===== config.mk =====
export PLATFORM = sky130hd
export DESIGN_NAME = three_phase_fade_sequencer
export DESIGN_NICKNAME = d
export VERILOG_FILES = /design/src/hw/rtl/tpfs_pkg.sv /design/src/hw/rtl/three_phase_fade_sequencer.sv /design/src/hw/rtl/tpfs_div.sv
export SDC_FILE = /design/constraint.sdc
export NUM_CORES = 1
export LEC_CHECK = 0
export BUFFER_PORTS_ARGS = -buffer_cell sky130_fd_sc_hd__buf_4
export CAP_MARGIN = 20
export CELL_PAD_IN_SITES_DETAIL_PLACEMENT = 1
export CELL_PAD_IN_SITES_GLOBAL_PLACEMENT = 1
export CORE_ASPECT_RATIO = 1.5
export CORE_MARGIN = 2
export CORE_UTILIZATION = 35
export CTS_BUF_LIST = sky130_fd_sc_hd__clkbuf_8 sky130_fd_sc_hd__clkbuf_16
export CTS_CLUSTER_DIAMETER = 30
export CTS_CLUSTER_SIZE = 12
export DETAILED_ROUTE_END_ITERATION = 16
export GPL_TIMING_DRIVEN = 0
export PLACE_DENSITY = 0.7
export SLEW_MARGIN = 30
export SYNTH_ARGS = -nofsm -noshare
export SYNTH_HDL_FRONTEND = slang
export SYNTH_SLANG_ARGS = --single-unit
export TNS_END_PERCENT = 30

===== constraint.sdc =====
create_clock -name clk -period 5.5 [get_ports clk]
set_clock_uncertainty 0.05 [all_clocks]
set_input_delay 0.55 -clock clk [delete_from_list [all_inputs] [get_ports clk]]
set_output_delay 0.55 -clock clk [all_outputs]
set_load 0.01 [all_outputs]

===== src/hw/rtl/tpfs_pkg.sv =====
package tpfs_pkg;

  localparam int TIME_BITS     = 16;
  localparam int FRACTION_BITS = 16;
  localparam int ELAPSED_BITS  = TIME_BITS + 2;
  localparam int FRAC_W        = FRACTION_BITS + 1;
  localparam int CFG_INDEX_W   = 2;

  localparam logic [FRAC_W-1:0] FRAC_ONE = FRAC_W'(1) << FRACTION_BITS;

  typedef logic [1:0] action_t;
  localparam action_t ACT_START   = 2'd0;
  localparam action_t ACT_ADVANCE = 2'd1;
  localparam action_t ACT_RESET   = 2'd2;

  typedef logic [CFG_INDEX_W-1:0] cfg_index_t;
  localparam cfg_index_t REG_OUT_TIME  = 2'd0;
  localparam cfg_index_t REG_HOLD_TIME = 2'd1;
  localparam cfg_index_t REG_IN_TIME   = 2'd2;

  localparam logic [TIME_BITS-1:0] OUT_TIME_RESET  = TIME_BITS'(500);
  localparam logic [TIME_BITS-1:0] HOLD_TIME_RESET = TIME_BITS'(0);
  localparam logic [TIME_BITS-1:0] IN_TIME_RESET   = TIME_BITS'(500);

  typedef enum logic [2:0] {
    PH_IDLE = 3'd0,
    PH_OUT  = 3'd1,
    PH_HOLD = 3'd2,
    PH_IN   = 3'd3,
    PH_DONE = 3'd4
  } phase_t;

  typedef enum logic [2:0] {
    ST_IDLE,
    ST_STEP,
    ST_SORT,
    ST_DIV,
    ST_SEND
  } state_t;

  typedef struct packed {
    action_t                action;
    logic [TIME_BITS-1:0]   step_time;
  } cmd_item_t;

  typedef struct packed {
    phase_t                 phase;
    logic [FRAC_W-1:0]      phase_fraction;
    logic [FRAC_W-1:0]      overall_fraction;
    logic                   started_mark;
    logic                   midpoint_mark;
    logic                   completed_mark;
  } res_item_t;

endpackage


===== src/hw/rtl/three_phase_fade_sequencer.sv =====
// Channel  Direction  Handshake                  Payload
// cmd      in         cmd_valid / cmd_ready      cmd (action, step_time)
// res      out        res_valid / res_ready      res (phase, fractions, marks)
// cfg      in         cfg_we                     cfg_index, cfg_data
//
// An item is accepted only in the idle state; its result is valid after the time
// update, phase sort, one quotient bit per cycle in two parallel bit-serial dividers
// plus their registered done flag, and result load.
// The next item can be accepted in the cycle after the result loads.
// rst is synchronous; it restores the register defaults and the idle phase.
// A result waiting on res_ready holds the next item in its result load step,
// and no further item is accepted until that result leaves.
module three_phase_fade_sequencer (
  input  logic                    clk,
  input  logic                    rst,
  input  logic                    cmd_valid,
  output logic                    cmd_ready,
  input  tpfs_pkg::cmd_item_t     cmd,
  output logic                    res_valid,
  input  logic                    res_ready,
  output tpfs_pkg::res_item_t     res,
  input  logic                    cfg_we,
  input  tpfs_pkg::cfg_index_t    cfg_index,
  input  logic [tpfs_pkg::TIME_BITS-1:0] cfg_data
);

  import tpfs_pkg::*;

  state_t state, state_next;

  logic [TIME_BITS-1:0]    out_time, hold_time, in_time;
  phase_t                  phase_reg;
  logic [ELAPSED_BITS-1:0] elapsed;
  logic [FRAC_W-1:0]       progress;
  logic                    mid_seen;

  action_t                 act;
  logic [TIME_BITS-1:0]    step;
  logic                    adv;
  logic                    pdiv_use;
  logic                    started, midpoint, completed;
  logic [ELAPSED_BITS-1:0] b1, b2, total;

  logic                    div_start;
  logic                    load_res;

  logic [ELAPSED_BITS:0]   sum;
  logic [ELAPSED_BITS-1:0] elapsed_sat;
  logic                    running;

  phase_t                  sort_phase;
  logic [ELAPSED_BITS-1:0] pnum, pden;

  logic                    pdiv_done, odiv_done;
  logic [FRAC_W-1:0]       pquot, oquot;
  logic [FRAC_W-1:0]       overall;

  assign sum         = {1'b0, elapsed} + (ELAPSED_BITS + 1)'(step);
  assign elapsed_sat = sum[ELAPSED_BITS] ? '1 : sum[ELAPSED_BITS-1:0];
  assign running     = (phase_reg != PH_IDLE) && (phase_reg != PH_DONE);

  always_comb begin
    if (elapsed < b1) begin
      sort_phase = PH_OUT;
      pnum       = elapsed;
      pden       = ELAPSED_BITS'(out_time);
    end else if (elapsed < b2) begin
      sort_phase = PH_HOLD;
      pnum       = elapsed - b1;
      pden       = ELAPSED_BITS'(hold_time);
    end else if (elapsed < total) begin
      sort_phase = PH_IN;
      pnum       = elapsed - b2;
      pden       = ELAPSED_BITS'(in_time);
    end else begin
      sort_phase = PH_DONE;
      pnum       = elapsed;
      pden       = ELAPSED_BITS'(in_time);
    end
  end

  always_ff @(posedge clk) begin
    if (rst) begin
      state <= ST_IDLE;
    end else begin
      state <= state_next;
    end
  end

  always_comb begin
    state_next = state;
    cmd_ready  = 1'b0;
    div_start  = 1'b0;
    load_res   = 1'b0;
    case (state)
      ST_IDLE: begin
        cmd_ready = 1'b1;
        if (cmd_valid) begin
          state_next = ST_STEP;
        end
      end
      ST_STEP: begin
        state_next = ST_SORT;
      end
      ST_SORT: begin
        div_start  = 1'b1;
        state_next = ST_DIV;
      end
      ST_DIV: begin
        if (odiv_done) begin
          state_next = ST_SEND;
        end
      end
      ST_SEND: begin
        if (!res_valid || res_ready) begin
          load_res   = 1'b1;
          state_next = ST_IDLE;
        end
      end
      default: begin
        state_next = ST_IDLE;
      end
    endcase
  end

  always_ff @(posedge clk) begin
    if (rst) begin
      out_time  <= OUT_TIME_RESET;
      hold_time <= HOLD_TIME_RESET;
      in_time   <= IN_TIME_RESET;
      phase_reg <= PH_IDLE;
      elapsed   <= '0;
      progress  <= '0;
      mid_seen  <= 1'b0;
      adv       <= 1'b0;
      pdiv_use  <= 1'b0;
      started   <= 1'b0;
      midpoint  <= 1'b0;
      completed <= 1'b0;
    end else begin
      if (cfg_we) begin
        case (cfg_index)
          REG_OUT_TIME:  out_time  <= cfg_data;
          REG_HOLD_TIME: hold_time <= cfg_data;
          REG_IN_TIME:   in_time   <= cfg_data;
          default: ;
        endcase
      end
      case (state)
        ST_IDLE: begin
          if (cmd_valid) begin
            act  <= cmd.action;
            step <= cmd.step_time;
          end
        end
        ST_STEP: begin
          started   <= (act == ACT_START);
          midpoint  <= 1'b0;
          completed <= 1'b0;
          adv       <= 1'b0;
          b1        <= ELAPSED_BITS'(out_time);
          b2        <= ELAPSED_BITS'(out_time) + ELAPSED_BITS'(hold_time);
          total     <= ELAPSED_BITS'(out_time) + ELAPSED_BITS'(hold_time)
                       + ELAPSED_BITS'(in_time);
          if (act == ACT_START) begin
            elapsed   <= '0;
            progress  <= '0;
            mid_seen  <= 1'b0;
            phase_reg <= PH_OUT;
          end else if (act == ACT_RESET) begin
            elapsed   <= '0;
            progress  <= '0;
            mid_seen  <= 1'b0;
            phase_reg <= PH_IDLE;
          end else if ((act == ACT_ADVANCE) && running) begin
            elapsed <= elapsed_sat;
            adv     <= 1'b1;
          end
        end
        ST_SORT: begin
          pdiv_use <= adv && (sort_phase != PH_DONE);
          if (adv) begin
            phase_reg <= sort_phase;
            if (sort_phase == PH_DONE) begin
              progress  <= FRAC_ONE;
              completed <= 1'b1;
            end else if ((sort_phase == PH_HOLD || sort_phase == PH_IN) && !mid_seen) begin
              mid_seen <= 1'b1;
              midpoint <= 1'b1;
            end
          end
        end
        ST_SEND: begin
          if (load_res && pdiv_use) begin
            progress <= pquot;
          end
        end
        default: ;
      endcase
    end
  end

  tpfs_div #(
    .NUM_BITS  (ELAPSED_BITS),
    .FRAC_BITS (FRACTION_BITS)
  ) u_phase_div (
    .clk   (clk),
    .rst   (rst),
    .start (div_start),
    .num   (pnum),
    .den   (pden),
    .done  (pdiv_done),
    .quot  (pquot)
  );

  tpfs_div #(
    .NUM_BITS  (ELAPSED_BITS),
    .FRAC_BITS (FRACTION_BITS)
  ) u_overall_div (
    .clk   (clk),
    .rst   (rst),
    .start (div_start),
    .num   (elapsed),
    .den   (total),
    .done  (odiv_done),
    .quot  (oquot)
  );

  // zero total length: 1.0 only once complete
  always_comb begin
    if (total == '0) begin
      overall = (phase_reg == PH_DONE) ? FRAC_ONE : '0;
    end else begin
      overall = oquot;
    end
  end

  always_ff @(posedge clk) begin
    if (rst) begin
      res_valid <= 1'b0;
    end else if (load_res) begin
      res_valid <= 1'b1;
    end else if (res_ready) begin
      res_valid <= 1'b0;
    end
  end

  always_ff @(posedge clk) begin
    if (load_res) begin
      res.phase            <= phase_reg;
      res.phase_fraction   <= (pdiv_use && pdiv_done == 1'b0) ? pquot :
                              (pdiv_use ? pquot : progress);
      res.overall_fraction <= overall;
      res.started_mark     <= started;
      res.midpoint_mark    <= midpoint;
      res.completed_mark   <= completed;
    end
  end

endmodule


===== src/hw/rtl/tpfs_div.sv =====
module tpfs_div #(
  parameter int NUM_BITS  = 18,
  parameter int FRAC_BITS = 16
) (
  input  logic                 clk,
  input  logic                 rst,
  input  logic                 start,
  input  logic [NUM_BITS-1:0]  num,
  input  logic [NUM_BITS-1:0]  den,
  output logic                 done,
  output logic [FRAC_BITS:0]   quot
);

  localparam int CNT_W = $clog2(FRAC_BITS + 1);

  logic [CNT_W-1:0]     cnt;
  logic [NUM_BITS-1:0]  rem;
  logic [NUM_BITS-1:0]  dsr;
  logic [FRAC_BITS-1:0] q;
  logic                 sat;
  logic [NUM_BITS:0]    rem2;
  logic [NUM_BITS:0]    diff;
  logic                 ge;

  // restoring division, one quotient bit per cycle; num >= den clamps to 1.0
  assign rem2 = {rem, 1'b0};
  assign diff = rem2 - {1'b0, dsr};
  assign ge   = rem2 >= {1'b0, dsr};

  always_ff @(posedge clk) begin
    if (rst) begin
      cnt  <= '0;
      done <= 1'b0;
    end else begin
      done <= (cnt == CNT_W'(1));
      if (start) begin
        cnt <= CNT_W'(FRAC_BITS);
      end else if (cnt != '0) begin
        cnt <= cnt - CNT_W'(1);
      end
    end
  end

  always_ff @(posedge clk) begin
    if (start) begin
      rem <= num;
      dsr <= den;
      sat <= (num >= den);
      q   <= '0;
    end else if (cnt != '0) begin
      rem <= ge ? diff[NUM_BITS-1:0] : rem2[NUM_BITS-1:0];
      q   <= {q[FRAC_BITS-2:0], ge};
    end
  end

  assign quot = sat ? {1'b1, {FRAC_BITS{1'b0}}} : {1'b0, q};

endmodule


=== Word-level counts from Yosys, hierarchy flattened ===
Cells that the tools add are included.

* Input bits: 41
* Register bits: 324
* Bits in writable memories: 0
* Output and inout port bits: 42
* Memories kept: 0
* Bits in latches: 0
* Logic and storage cells: 179
* Bits in read-only memories: 0

* Multiplexer cells: 61
* Add/subtract/negate cells: 9
* Reductions and logical operators: 36
* Bitwise operators: 2
* Equal/unequal tests: 25
* Div/mod/pow operators: 0
* Shifts and indexed selects: 0
* $lt $le $gt $ge: 7
* Multipliers: 0

{| class="wikitable"
|+ Operator list
! cell !! number
|-
| $mux W18 || 13
|-
| $mux W17 || 11
|-
| $sub A18 B18 Y18 || 3
|-
| $pmux W17 S3 || 1
|-
| $ge A19 B18 Y1 || 2
|-
| $lt A18 B18 Y1 || 2
|-
| $mux W16 || 2
|-
| $mux W3 || 9
|-
| $mux W5 || 4
|-
| $add A18 B16 Y19 || 1
|-
| $add A17 B16 Y18 || 1
|-
| $ge A18 B16 Y1 || 1
|-
| $ge A18 B18 Y1 || 1
|-
| $logic_not A18 Y1 || 1
|-
| $lt A18 B16 Y1 || 1
|-
| $sub A18 B16 Y18 || 1
|-
| $add A16 B16 Y17 || 1
|-
| $mux W1 || 16
|-
| $pmux W3 S5 || 1
|-
| $ne A2 B2 Y1 const B || 7
|-
| $eq A3 B2 Y1 const B || 4
|-
| $reduce_and A3 Y1 || 4
|-
| $eq A5 B1 Y1 const B || 2
|-
| $reduce_and A2 Y1 || 5
|-
| other kinds (21) || 46
|}

=== Longest topological paths before layout ===
Gate-level depths: netlist of the first run.

* Depth in word-level cells: 11
* Mapped depth: 23
* Depth with buffers taken out: 22

=== By module ===
Synthesis of the first run repeated with hierarchy kept, for this count alone.

* Cells, all modules: 2,151
* Area total of the unflattened synthesis: 20,145.6 µm²

{| class="wikitable"
|+ Modules (own cells, without submodules)
! module !! cells each !! area each (µm²) !! instances !! seq. area each (µm²)
|-
| three_phase_fade_sequencer || 1,280 || 12,062.8 || 1 || 5,195.0
|-
| tpfs_div (u_phase_div) || 429 || 4,076.4 || 1 || 1,551.5
|-
| tpfs_div (u_overall_div) || 442 || 4,006.3 || 1 || 1,551.5
|}

=== Least setup slack after synthesis of the first run ===
Ideal clock, no wire load.

* Path type: flip-flop to flip-flop
* Start: register elapsed[0]
* End: register u_phase_div.sat, data pin
* Path buffers: 1
* Arrival time: 3.986 ns
* Data required time: 5.188 ns
* Clock period less this slack: 4.298 ns
* Cell stages (with the launch flop): 24
* Setup slack: 1.202 ns
* Library setup time: 0.262 ns
* Path through: dfxtp_1 -> inv_1 -> ha_1 -> inv_1 -> fa_1 -> a211oi_2 -> o21ai_1 -> a2bb2oi_1 -> a211oi_1 -> a211o_1 -> nor3_4 -> clkbuf_1 -> nand2_1 -> o21a_1 -> ha_1 -> a21o_1 -> a21o_1 -> a21oi_1 -> nor2_1 -> nor2_1 -> o21ai_0 -> a21o_1 -> a21oi_1 -> nand3_1

* Word-level cells in the longest chain between the ends: 5
* Elaborated cells between the ends (all ways): 11
* Those cells by class: 2 x add/sub; 4 x order compare; 5 x mux

{| class="wikitable"
|+ RTL lines
! what !! line !! source
|-
| from (decl) || three_phase_fade_sequencer.sv:33 || <nowiki>logic [ELAPSED_BITS-1:0] elapsed;</nowiki>
|-
| from (signal assigned) || three_phase_fade_sequencer.sv:176 || <nowiki>elapsed <= elapsed_sat;</nowiki>
|-
| $sub A18 B18 Y18 / $lt A18 B18 Y1 (equally long branches) || three_phase_fade_sequencer.sv:73, three_phase_fade_sequencer.sv:71 ||
|-
| $mux W18 || three_phase_fade_sequencer.sv:71 || <nowiki>end else if (elapsed < total) begin</nowiki>
|-
| $mux W18 || three_phase_fade_sequencer.sv:67 || <nowiki>end else if (elapsed < b2) begin</nowiki>
|-
| $mux W18 || three_phase_fade_sequencer.sv:63 || <nowiki>if (elapsed < b1) begin</nowiki>
|-
| $ge A18 B16 Y1 (*) || tpfs_div.sv:48 || <nowiki>sat <= (num >= den);</nowiki>
|-
| to (signal assigned) || tpfs_div.sv:48 ||
|-
| to (decl) || tpfs_div.sv:20 || <nowiki>logic sat;</nowiki>
|}

Mark *: on every way between the ends. The rest lies on a longest branch, timed or not.
A chain may end at the register's enable or synchronous reset.

=== Worst setup path in the final report of the first run ===
Same ends and word-level chain as after synthesis.

==> results of run 1 <==
[worst max-delay path, stage by stage, from the launching register on]
cell,delay [ns]
dfxtp_1,0.41
inv_2,0.17
ha_1,0.19
inv_1,0.06
fa_1,0.43
a211oi_2,0.34
o21ai_2,0.14
a2bb2oi_2,0.18
a211oi_1,0.11
a211o_1,0.37
nor3_4,0.19
a21oi_1,0.10
clkbuf_4,0.25
o22a_1,0.30
ha_1,0.33
a21oi_1,0.19
nor2b_1,0.07
o21ai_0,0.17
o311ai_0,0.15
nor2_1,0.16
o21ai_0,0.15
a21o_1,0.21
a21oi_1,0.17
nand3_1,0.11
[placed cells by master, fill, tap and decap left out, drive strengths merged, types with 32 or more instances in the layout]
| cell | netlist | routed |
|---|---|---|
| xnor2 | 59 | 59 |
| dfxtp | 139 | 139 |
| a211oi | 37 | 37 |
| a21o | 42 | 42 |
| o21a | 44 | 44 |
| inv | 156 | 178 |
| edfxtp | 181 | 181 |
| o21ai | 62 | 62 |
| ha | 154 | 154 |
| nor3 | 48 | 48 |
| clkbuf | 54 | 130 |
| xor2 | 32 | 32 |
| nor2 | 99 | 99 |
| nand3 | 37 | 37 |
| a21oi | 193 | 193 |
| nand2 | 277 | 277 |
| buf | 21 | 109 |
[worst max-delay path by stage]
stage / start / cells after the start / end / slack (ns)
3_3_place_gp: elapsed[0] / 21 / u_phase_div.sat / -0.23
3_5_place_dp: elapsed[0] / 21 / u_phase_div.sat / -0.29
4_1_cts: elapsed[0] / 22 / u_phase_div.sat / 0.04
6_report: elapsed[0] / 23 / u_phase_div.sat / 0.20
2_1_floorplan: elapsed[0] / 23 / u_phase_div.sat / 1.20
5_1_grt: elapsed[0] / 23 / u_phase_div.sat / -0.008
[synth_stat cells (42+ instances only)]
master and count:
edfxtp_1 181, nor3_1 44, a21o_1 42, xnor2_1 59, nand2_1 277, o21a_1 44
o21ai_0 58, inv_1 156, dfxtp_1 139, clkbuf_1 54, nor2_1 98, a21oi_1 193
ha_1 154
[metal layers]
metal,up-vias,GRT usage
li1,7485,-
met1,7643,0.235
met2,367,0.422
met3,163,0.0333
met4,0,0.136
met5,-,0
[cells by family (layout without fill, tap and decap cells)]
kind of cell | Yosys count | after routing | synth area share
AO/OA/AOI/OAI | 545 | 545 | 0.190
XOR/XNOR | 91 | 91 | 0.0429
adder cells (fa/ha/maj) | 161 | 161 | 0.111
buffers and inverters | 231 | 445 | 0.0476
flip-flops | 320 | 320 | 0.442
multiplexers | 24 | 24 | 0.0131
AND/OR/NAND/NOR | 609 | 609 | 0.153
[through the flow]
step	TNS [ns]	utilization	hold WS, ns	area, um2
finish	0	0.430	0.0791	22600
global route	-0.00800	0.430	0.0580	22600
CTS	0	0.429	0.0595	22500
detailed placement	-0.286	0.384	0.374	20200
global placement	-0.230	0.381	0.366	20000
floorplan	0	-	0.359	18600
[report_power, final]
group	total (W)	leakage, nW	internal [W]	switching (W)
Clock	0.00411	1.18	0.00270	0.00141
Sequential	0.00325	2.81	0.00301	0.000235
Combinational	0.00253	5.57	0.000997	0.00153
[repair_timing]
item | in CTS | in global routing
hold buffers | 0 | 0
setup buffers | 3 | 2
gates resized for setup | 8 | 15
pin swaps | 1 | 3
setup endpoints to repair | 1 | 1
[cell type report]
cell class / instances / area [um2] / share of cell area
Clock inverter: 50 / 508 / 0.0225
Sequential cell: 320 / 8220 / 0.364
Tap cell: 682 / 853 / 0.0378
Inverter: 156 / 586 / 0.0259
Timing Repair Buffer: 90 / 748 / 0.0331
Multi-Input combinational cell: 1430 / 9530 / 0.422
Clock buffer: 75 / 1830 / 0.0811
Buffer: 74 / 315 / 0.0140
==> out/qor.yml, run 1 <==
yosys-top-cells-area: "edfxtp_1 29%, dfxtp_1 15%, ha_1 10%, nand2_1 5.6%, a21oi_1 5.2%"
grt_usage: 0.225
setup_violations: 0
dpl.hpwl_um: 47800
powerDensity_mw_per_mm2: 438
drive_gt1_frac: 0.118
rows: 103
vias: 15700
dpl_worst_slack_ns: -0.286
dr.max_layer_used: "met4"
synth_warnings: 0
synth-edff-count: 181
cts_tree: "done"
totalWireLength_um: 61300
fp.dieH_um: 286
drtIter0Drc: 735
r2r-end: "u_phase_div.sat"
min_path_cells: 1
gr-total-overflow: 0
port-buffer-count: 81
nNetsFinal: 2342
synth_top_area_share: 0.293
synth_nets: 2183
slew_viol_final: 0
routedWlPerCell_um: 21.3
regToRegSetupSlack_ns: 0.20
hold_viol: 0
crit_required_ns: 5.76
cts_max_level: 3
crit_path_start_kind: "register"
via_per_inst: 5.44
maxCapViolations: 0
final_cells: 2877
slew_headroom: 0.317
async_flop_share: 0
largest_register_ffs: 40
total_power_w: 0.00988
place_congestion: 0.929
yosysSeqAreaShare: 0.442
cts_root_buf: "clkbuf_16"
synth_top_cell_by_area: "edfxtp_1"
clock_path_buffers: 3
fin_crit_sh: 0.963
clk_pin_slew_ns: 0.05
wl_met1_um: 23100
synthCells: 1981
area_delta_synth_final_pct: 21.6
core_region_area_mm2: 0.0526
die_width_um: 192
cts_sinks: 320
diodes: 0
initial_core_util: 0.353
ios: 83
grt_pass1_wl_um: 95100
placed_cells: 2748
grt_pass1_vias: 17200
insertion_delay_ns: 0.60
vdd_drop_max_mv: 0.206
arrival_ns: 5.56
endpoint_kind: "register"
antenna_found_initial: 0
yosysUniqueCellTypes: 73
setup_ws_ns: 0.202
crit_fanout: 10
timing.fmax_mhz: 189
crit-reg2reg-launch: "elapsed[0]"
synth_area_per_cell_um2: 9.38
syn-cell-area_mm2: 0.0186
synth_ff_type: "edfxtp_1"
ys_ff_latch: 320
cts_made_buffers: 68
dr.pass1.iters: 5
outcome: "finished clean"
hold_end: "step[11]"
ff2ff_path_depth: 23
die_area_mm2: 0.0550
wl_met2_um: 32200
hold_class: "in -> reg"
power_leakage_nw: 9.56
grt_max_degree: 29
dr_wl_met3_um: 2170
worst_pin_slew_ns: 1.02
top_register: "res"
drc_errors: 0
postRouteAntennaNets: 0
critical_path_class: "reg -> reg"
min-delay-start: "cmd[11]"
nFillCells: 6015
fin_crit_ns: 5.30
Power figures use the tool's default switching activity.
==> run 2: changes to the inputs <==
--- a/config.mk
+++ b/config.mk
@@ -12,12 +12,13 @@
 export CORE_ASPECT_RATIO = 1.5
 export CORE_MARGIN = 2
 export CORE_UTILIZATION = 35
-export CTS_BUF_LIST = sky130_fd_sc_hd__clkbuf_8 sky130_fd_sc_hd__clkbuf_16
+export CTS_BUF_LIST = sky130_fd_sc_hd__clkbuf_4
 export CTS_CLUSTER_DIAMETER = 30
-export CTS_CLUSTER_SIZE = 12
+export CTS_CLUSTER_SIZE = 28
 export DETAILED_ROUTE_END_ITERATION = 16
 export GPL_TIMING_DRIVEN = 0
 export PLACE_DENSITY = 0.7
+export SETUP_SLACK_MARGIN = 0.15
 export SLEW_MARGIN = 30
 export SYNTH_ARGS = -nofsm -noshare
 export SYNTH_HDL_FRONTEND = slang
==> out/qor.yml, run 2 (synthesized netlist as in run 1, its figures left out) <==
critical_path_class: "reg -> reg"
via_per_inst: 5.39
fin_tns_setup_ns: 0
drive_gt1_frac: 0.126
ios: 83
clock_path_buffers: 3
fp.dieH_um: 286
postRouteAntennaNets: 0
cts_made_buffers: 68
grt_pass1_vias: 17100
worst_pin_slew_ns: 1.05
fin_crit_ns: 5.10
nNetsFinal: 2378
die_area_mm2: 0.0550
antenna_found_initial: 2
slew_headroom: 0.303
rsz0062_at_grt: "false"
dr.pass1.iters: 5
cts_max_level: 3
total_power_w: 0.00813
routedWlPerCell_um: 20.8
timing.fmax_mhz: 196
gr-total-overflow: 0
hold_viol: 0
grt_pass1_wl_um: 94100
core_region_area_mm2: 0.0526
hold_class: "in -> reg"
regToRegSetupSlack_ns: 0.40
dpl.hpwl_um: 47800
crit_required_ns: 5.98
maxCapViolations: 0
cts_root_buf: "clkbuf_4"
layout_common_cells: "276 x nand2_1, 191 x a21oi_1, 181 x edfxtp_1"
layout_commonest_cell: "nand2_1"
endpoint_kind: "register"
largest_register_ffs: 40
initial_core_util: 0.353
drtIter0Drc: 687
arrival_ns: 5.58
vias: 15700
grt_max_degree: 29
rows: 103
clk_pin_slew_ns: 0.09
vdd_drop_max_mv: 0.172
place_congestion: 0.929
crit_path_start_kind: "register"
cts_tree: "done"
outcome: "finished clean"
crit_fanout: 10
fin_crit_sh: 0.927
power_leakage_nw: 9.16
die_width_um: 192
setup_violations: 0
cts_sinks: 320
top_register: "res"
insertion_delay_ns: 0.82
area_delta_synth_final_pct: 17.3
totalWireLength_um: 60600
grt_usage: 0.222
powerDensity_mw_per_mm2: 373
port-buffer-count: 81
slew_viol_final: 0
drc_errors: 0
[run 2: repair_timing]
action,CTS,global route
buffers inserted,3,3
hold endpoints to repair,66,0
gates resized for setup,12,24
hold buffers,34,0
setup endpoints to repair,1,1
pin swaps,1,5
[run 2: worst paths after layout]
| path | cells past startpoint | from | to |
|---|---|---|---|
| max | 24 | elapsed[0] | u_phase_div.sat |
| min | 3 | res_ready | res_valid |
| max reg2reg | 24 | elapsed[0] | u_phase_div.sat |
| min reg2reg | 0 | started | res[2] |
[run 2: final cells by class]
type                            count  area (um2)
Antenna cell                        5        12.5
Buffer                             75         329
Clock buffer                       82         616
Clock inverter                     43         537
Fill cell                        6139       30800
Inverter                          156         586
Multi-Input combinational cell   1430        9540
Sequential cell                   320        8220
Tap cell                          682         853
Timing Repair Buffer              125        1100
[run 2: critical path, stage by stage (launching register included)]
cell and delay [ns]:
dfxtp_2 0.39, inv_2 0.13, ha_1 0.19, inv_1 0.06, fa_1 0.43, a211oi_2 0.34, o21ai_2 0.14, a2bb2oi_2 0.18
a211oi_1 0.11, a211o_1 0.32, nor3_4 0.20, buf_4 0.18, clkbuf_4 0.21, nand2_1 0.07, o21a_2 0.16, ha_1 0.32
a21oi_1 0.19, nor2b_1 0.07, o21ai_0 0.16, o311ai_0 0.14, nor2_1 0.16, o21ai_0 0.14, a21o_1 0.21, a21oi_1 0.15
nand3_1 0.10
[run 2: stage by stage]
| step | hold WS, ns | instances | instance area, um2 | utilization | setup slack, ns |
|---|---|---|---|---|---|
| 4_1_cts | 0.0178 | 2910 | 21700 | 0.413 | 0.153 |
| 3_3_place_gp | 0.366 | 2744 | 20000 | 0.381 | -0.230 |
| 3_5_place_dp | 0.374 | 2748 | 20200 | 0.384 | -0.286 |
| 5_1_grt | -0.0112 | 2918 | 21800 | 0.414 | 0.142 |
| 2_1_floorplan | 0.359 | 1981 | 18600 | - | 1.20 |
| 6_report | 0.0407 | 2918 | 21800 | 0.414 | 0.401 |
[run 2: power by group]
| group | switching, W | internal [W] |
|---|---|---|
| sequential | 0.000235 | 0.00300 |
| clock | 0.00109 | 0.00128 |
| combinational | 0.00152 | 0.00101 |
[run 2: metal layers]
layer	part of all wire	GRT usage
met1	0.38	0.233
met2	0.52	0.413
met3	0.036	0.0334
met4	0.063	0.134
met5	0	0
